File: src/rtl/gbg_pkg.sv
// Shared types and constants of the Gaussian blob generator.
// No dependencies; used by gbg_div, gbg_exp and gaussian_blob_generator.
package gbg_pkg;

  // Field widths
  localparam int unsigned ROW_W      = 10;
  localparam int unsigned COL_W      = 10;
  localparam int unsigned LEVEL_W    = 16;
  localparam int unsigned SIDE_CFG_W = 11;

  // Image side register
  localparam logic [SIDE_CFG_W-1:0] SIDE_RESET = 11'd256;
  localparam int unsigned MIN_SIDE = 6;

  // sigma = side / 6 as (side * SIXTH_MUL) >> SIXTH_SHIFT, exact below 32768
  localparam int unsigned SIXTH_MUL   = 10923;
  localparam int unsigned SIXTH_W     = 14;
  localparam int unsigned SIXTH_SHIFT = 16;

  // Fixed point: fractions in Q32, exponent argument is t/16
  localparam int unsigned FRAC_W   = 32;
  localparam int unsigned QUOT_W   = 32;
  localparam int unsigned LOW_BITS = 4;
  localparam int unsigned TAIL_INT = 12;

  // Series and squaring
  localparam int unsigned SERIES_TERMS = 13;
  localparam int unsigned SQUARINGS    = 4;

  // floor(2^32 / k) per series divisor k; k = 1 uses 2^32 - 1, corrected like the rest
  localparam logic [FRAC_W-1:0] RECIP_TAB [SERIES_TERMS+1] = '{
    32'd0,
    32'hFFFF_FFFF,
    32'd2147483648,
    32'd1431655765,
    32'd1073741824,
    32'd858993459,
    32'd715827882,
    32'd613566756,
    32'd536870912,
    32'd477218588,
    32'd429496729,
    32'd390451572,
    32'd357913941,
    32'd330382099
  };

  // Full-scale output, 255.0 in 8.8
  localparam logic [LEVEL_W-1:0] LEVEL_FULL = 16'd65280;

  // Control that travels with each transaction through the pipeline
  typedef struct packed {
    logic valid;
    logic tail;
  } ctl_t;

endpackage

File: src/rtl/gbg_div.sv
// Pipelined restoring divider: one quotient bit per stage, QUOT_W stages.
// Depends on gbg_pkg for widths and the control struct.
module gbg_div #(
  parameter int unsigned DEN_W = 17
) (
  input  logic                         clk_i,
  input  logic                         rst_ni,
  input  logic                         en_i,
  input  gbg_pkg::ctl_t                ctl_i,
  input  logic [DEN_W-1:0]             rem_i,
  input  logic [DEN_W-1:0]             den_i,
  input  logic [gbg_pkg::LOW_BITS-1:0] low_i,
  output gbg_pkg::ctl_t                ctl_o,
  output logic [gbg_pkg::QUOT_W-1:0]   quot_o
);

  localparam int unsigned N  = gbg_pkg::QUOT_W;
  localparam int unsigned LW = gbg_pkg::LOW_BITS;

  // Stage sources
  gbg_pkg::ctl_t    ctl_src  [N];
  logic [DEN_W-1:0] rem_src  [N];
  logic [DEN_W-1:0] den_src  [N];
  logic [LW-1:0]    low_src  [N];
  logic [N-1:0]     quot_src [N];

  // Next values
  logic [DEN_W-1:0] rem_d  [N];
  logic [LW-1:0]    low_d  [N];
  logic [N-1:0]     quot_d [N];

  // Stage registers
  gbg_pkg::ctl_t    ctl_q  [N];
  logic [DEN_W-1:0] rem_q  [N];
  logic [DEN_W-1:0] den_q  [N];
  logic [LW-1:0]    low_q  [N];
  logic [N-1:0]     quot_q [N];

  // Chain each stage to the one before it
  for (genvar j = 0; j < N; j++) begin : g_src
    if (j == 0) begin : g_first
      assign ctl_src[j]  = ctl_i;
      assign rem_src[j]  = rem_i;
      assign den_src[j]  = den_i;
      assign low_src[j]  = low_i;
      assign quot_src[j] = '0;
    end else begin : g_next
      assign ctl_src[j]  = ctl_q[j-1];
      assign rem_src[j]  = rem_q[j-1];
      assign den_src[j]  = den_q[j-1];
      assign low_src[j]  = low_q[j-1];
      assign quot_src[j] = quot_q[j-1];
    end
  end

  // Shift in the next dividend bit, subtract the divisor where it fits
  always_comb begin
    logic [DEN_W:0] trial;
    logic           fits;
    trial = '0;
    fits  = 1'b0;
    for (int j = 0; j < N; j++) begin
      trial     = {rem_src[j], low_src[j][LW-1]};
      fits      = (trial >= {1'b0, den_src[j]});
      rem_d[j]  = fits ? DEN_W'(trial - {1'b0, den_src[j]}) : trial[DEN_W-1:0];
      low_d[j]  = {low_src[j][LW-2:0], 1'b0};
      quot_d[j] = {quot_src[j][N-2:0], fits};
    end
  end

  // Advance valid bits
  always_ff @(posedge clk_i or negedge rst_ni) begin
    if (!rst_ni) begin
      for (int j = 0; j < N; j++) begin
        ctl_q[j] <= '0;
      end
    end else if (en_i) begin
      for (int j = 0; j < N; j++) begin
        ctl_q[j] <= ctl_src[j];
      end
    end
  end

  // Advance payload
  always_ff @(posedge clk_i) begin
    if (en_i) begin
      for (int j = 0; j < N; j++) begin
        rem_q[j]  <= rem_d[j];
        den_q[j]  <= den_src[j];
        low_q[j]  <= low_d[j];
        quot_q[j] <= quot_d[j];
      end
    end
  end

  assign ctl_o  = ctl_q[N-1];
  assign quot_o = quot_q[N-1];

endmodule

File: config.mk
export PLATFORM = sky130hd
export DESIGN_NAME = gbg_div
export DESIGN_NICKNAME = d
export VERILOG_FILES = /design/src/rtl/gbg_pkg.sv /design/src/rtl/gbg_div.sv
export SDC_FILE = /design/constraint.sdc
export NUM_CORES = 2
export LEC_CHECK = 0
export ABC_CLOCK_PERIOD_IN_PS = 3500
export BUFFER_PORTS_ARGS = -buffer_cell sky130_fd_sc_hd__buf_2
export CORE_ASPECT_RATIO = 1.1
export CORE_MARGIN = 5
export CORE_UTILIZATION = 35
export CTS_BUF_LIST = sky130_fd_sc_hd__clkbuf_4
export DETAILED_ROUTE_END_ITERATION = 12
export SLEW_MARGIN = 20
export SYNTH_ARGS = -nofsm -noshare
export SYNTH_HDL_FRONTEND = slang
export SYNTH_SLANG_ARGS = --single-unit
File: constraint.sdc
create_clock -name clk_i -period 3.5 [get_ports clk_i]
set_input_delay 0.175 -clock clk_i [delete_from_list [all_inputs] [get_ports clk_i]]
set_output_delay 0.175 -clock clk_i [all_outputs]
set_load 0.1 [all_outputs]
== Yosys cells after proc, flatten, opt, wreduce, memory -nomap -nowiden ==
Memories as Yosys holds them, arrays and structs flattened.
Cells that the tools add are included.
Operators by class
  muxes and demuxes: 34
  $lt $le $gt $ge: 32
  $add $sub $neg: 32
Operators by type and width (count)
  $ge 18x17->1: 32
  $mux 17: 32
  $sub 17x17->17: 32
  $mux 1: 2
Word-level totals
  input bits: 43
  memories: 4
  output and inout port bits: 34
  logic and storage cells: 166
  register bits: 64
  memory bits (writable): 2208
Memory list
  quot_q: depth 32, bits a word 32, read ports 32, clocked after memory_dff 0, wr ports 32, RTL line gbg_div.sv:37  | logic [N-1:0] quot_q [N];
  den_q: depth 32, bits a word 17, read ports 31, clocked after memory_dff 0, wr ports 32, RTL line gbg_div.sv:35  | logic [DEN_W-1:0] den_q [N];
  rem_q: depth 32, bits a word 17, read ports 31, clocked after memory_dff 0, wr ports 32, RTL line gbg_div.sv:34  | logic [DEN_W-1:0] rem_q [N];
  low_q: depth 32, bits a word 3, read ports 31, clocked after memory_dff 0, wr ports 32, RTL line gbg_div.sv:36  | logic [LW-1:0] low_q [N];

== Depth between registers and ports, before layout ==
An unclocked memory read counts as a cell.
  depth after elaboration: 3
  gate-level depth with buffers: 13
  depth with buffers taken out: 12

== Worst setup path before layout ==
Ideal clock, no wire load.
  path kind: reg-to-reg
  from: memory low_q[0][8] in the netlist's numbering
  to: memory rem_q[3][5] (netlist: rem_q[0][56]) (data pin)
  stages on the path, launching flop included: 12
  period minus slack after synthesis: 2.974 ns
  arrival: 2.715 ns
  buffers on the path: 1
  setup slack: 0.526 ns
  required time: 3.240 ns
  library setup time: 0.260 ns
  path through: edfxtp_1 inv_1 ha_1 inv_1 fa_1 a211oi_1 o21ai_0 a21oi_2 o31ai_1 a2111oi_4 buf_2 mux2_2
RTL lines (RTL line)
  start, declared: gbg_div.sv:36
  end, declared: gbg_div.sv:34

==> out/qor.yml <==
critical_path:
  critical_path.max_fanout: 14
  worstSetupPathType: "in2reg"
  reg2regPathDepth: 8
  critPathRequiredTime_ps: 4530
  rr_startpoint: "den_q[1][187]"
  rr_endpoint: "rem_q[1][211]"
  critPathArrivalTime_ps: 4560
  cp-start-kind: "primary input"
  r2r_slack_ps: 190
  critPathCaptureType: "register"
job:
  drv_cap: 0
logic_synthesis:
  synth-seq-area-share_pct: 59.3
  yosysTopAreaCell: "edfxtp_1"
  synth_top_area_share_pct: 57.4
  synth_edf_count: 1588
  synth_cell_type_count: 98
  synthCells: 6755
  ys_ff_latch: 1652
  synth-async-reset-ratio_pct: 3.87
  yosys_most_used_dff: "edfxtp_1"
  synth_area_um2: 83100
  synth_nets: 7372
  synth.top_cells.by_area: "edfxtp_1, ha_1, o21ai_0, inv_1, nand2_1"
  yosysWarnings: 0
  syn_area_per_cell_um2: 12.3
routing:
  drc: 0
  wl_per_cell_um: 15.6
  wl_met3_mm: 8.21
  drt-vias-per-instance: 4.99
  wirelength_mm: 168
  met1_length_mm: 72.9
  via_count: 53800
  firstDrtPassIters: 6
  dr_wl_met2_mm: 81.9
  first_iter_violations: 3355
  ant_nets: 0
  highest_layer: "met5"
cts:
  ctsLongestPathBuffers: 4
  cts_htree_levels: 5
  numClockSinks: 1652
  cts_buffers: 436
  cts_root_buf: "clkbuf_4"
  clkLatencyLatePin_ps: 1200
  clkTransAtPathRegs_ps: 60
  cts_tree: "built"
floorplanning:
  die_height_um: 521
  fp-row-count: 187
  io_pins: 77
  fp.dieW_um: 475
  coreArea_um2: 236000
  initial_core_util_pct: 35.2
  dieArea_um2: 247000
power:
  p_int_mw: 51.6
  p_comb_share_pct: 41.7
  switchingPower_mw: 29.4
  clock_power_share_pct: 20.0
  sequentialPowerShare_pct: 38.4
  leakage_nw: 37.8
  total_power_mw: 81.0
  ir_worst_vdd_v: 0.000305
  p_sw_share_pct: 36.3
  powerDensity_nw_per_um2: 856
sta:
  skew_ps: 128
  slew_violations: 0
  worstMarginPinSlew_ps: 1040
  finalHoldViolCount: 0
  finalCritPeriodShare_pct: 101
  max_freq_mhz: 283
  relSlewSlack_pct: 30.8
  layout_min_cycle_time_ps: 3530
  finalSetupViolCount: 1
  setup_tns_ps: -27.9
  layout_setup_ws_ps: -27.9
outcome:
  violations: "negative setup slack"
  status: "finished, violations left"
cells_and_area:
  final_area_um2: 94600
  drive_gt1_share_pct: 14.7
  layoutNonFillerInstCount: 10800
  n_fill_cell: 22300
  area_growth_syn_to_layout_pct: 13.8
  final_common_cell: "edfxtp_1"
  final_cell_mix: "edfxtp_1, inv_1, clkbuf_4, o21ai_0, nand2_1"
  layout.nets: 7983
  post-route-util_pct: 40.0
grt:
  first_global_vias: 54000
  antenna_found_initial: 9
  grt.overflow.total: 0
  grt_max_degree: 123
  grt_pass1_wl_mm: 273
  track_usage_pct: 13.3
place:
  dp.cells: 9932
  hpwlAfterDp_mm: 119
  port_buffers: 76
  place_congestion: 0.901
  placed_cell_area_um2: 88100
worst_hold_path:
  hold_class: "in2reg"
  holdPathEnd: "rem_q[0][208]"
  whs_path_depth: 2
  hold_path.startpoint: "en_i"
## final cells by class
type / instances / area (um^2) / area share, %
tap: 3118 / 3900 / 4.12
inverter: 666 / 2500 / 2.64
clock inverter: 124 / 617 / 0.652
clock buffer: 626 / 4700 / 4.97
multi-input combinational: 4322 / 31000 / 32.7
sequential: 1652 / 49300 / 52.1
antenna: 3 / 7.51 / 0.00793
timing repair buffer: 288 / 2640 / 2.79
## registers in the layout, summed over array words and instances, names as in the netlist
name    count
ctl_o       2
ctl_q      62
den_q     527
low_q       6
quot_q    528
rem_q     527
## how the worst max path moves through the flow
stage                             start            end  slack [ps]  cells after the start
final                          low_i[3]   rem_q[0][14]         -30                     18
after floorplan             low_q[0][8]   rem_q[0][56]         530                     11
after detailed placement  den_q[1][187]  rem_q[1][211]         110                      8
after global routing           low_i[3]   rem_q[0][14]         -40                     18
after global placement    den_q[1][187]  rem_q[1][207]         160                      8
after CTS                      low_i[3]    rem_q[0][6]          40                     17
## cells in the mapped netlist, types with 12 or more instances
cell type  count
ha_1         543
o31ai_1       75
o21a_1       103
a2111oi_0     13
inv_1        664
nand2b_1      92
nand3_1       61
mux2_2       170
mux2i_1       19
o21bai_1      31
nor3_1        91
dfrtp_1       64
or2_2         30
or3_1         31
nand4_1       55
clkbuf_1      97
nor2b_1       71
mux2_4        17
and4_1        19
a211oi_1      70
a41oi_1       16
nor3b_1       14
o31a_1        30
xnor2_1      168
nand2_1      562
and2_1        31
nor2_1       320
xor2_1       172
a32o_1        13
o41ai_1       15
o211ai_1      27
and4b_1       12
edfxtp_1    1588
and3_1        42
a21oi_1      399
a31oi_1       64
fa_1          31
o21ai_0      568
a21boi_0      30
a21o_1       152
## power groups by stage
stage          clock network, mW  logic, mW  registers, mW
6_report                    16.2       33.7           31.0
5_1_grt                     18.1       37.7           31.5
4_1_cts                     17.1       33.6           31.1
3_5_place_dp                   0       33.2           31.5
3_3_place_gp                   0       32.5           31.5
2_1_floorplan                  0       25.8           30.4
## repair_timing
item / 4_1_cts / 5_1_grt
setup buffers: 0 / 5
endpoints found under the hold margin: 1754 / 0
gates resized for setup: 0 / 6
setup endpoints to repair: 0 / 15
hold buffers: 109 / 0
## critical path, cell delays in order
cell and delay (ps):
dlygate4sd3_1 530, buf_2 110, dlygate4sd3_1 570, inv_1 60, ha_1 170, inv_1 70, fa_2 360, a21oi_2 180
o21ai_0 120, a21oi_2 240, o211ai_1 210, a21oi_2 260, buf_12 160, buf_4 130, nand2_1 50, dlygate4sd3_1 540
o21ai_0 70, dlygate4sd3_1 550
## layer usage
| layer | up-vias | global-route usage [%] |
|---|---|---|
| li1 | 26500 | - |
| met1 | 25700 | 16.4 |
| met2 | 1316 | 22.8 |
| met3 | 382 | 2.49 |
| met4 | 8 | 5.41 |
| met5 | - | 0 |
## stage by stage
step	hold WS, ps	worst slack [ps]
floorplan	-121	526
global placement	280	165
detailed placement	299	114
CTS	0.943	39.1
global route	103	-42.1
finish	205	-27.9
## kinds of logic after synthesis
group	synth area share [%]
AO/OA/AOI/OAI	13.3
flip-flops	59.3
AND/OR/NAND/NOR	8.47
buffers and inverters	3.59
adder cells (fa/ha/maj)	8.92
XOR/XNOR	3.58
multiplexers	2.85
(Power assumes the default switching activity.)
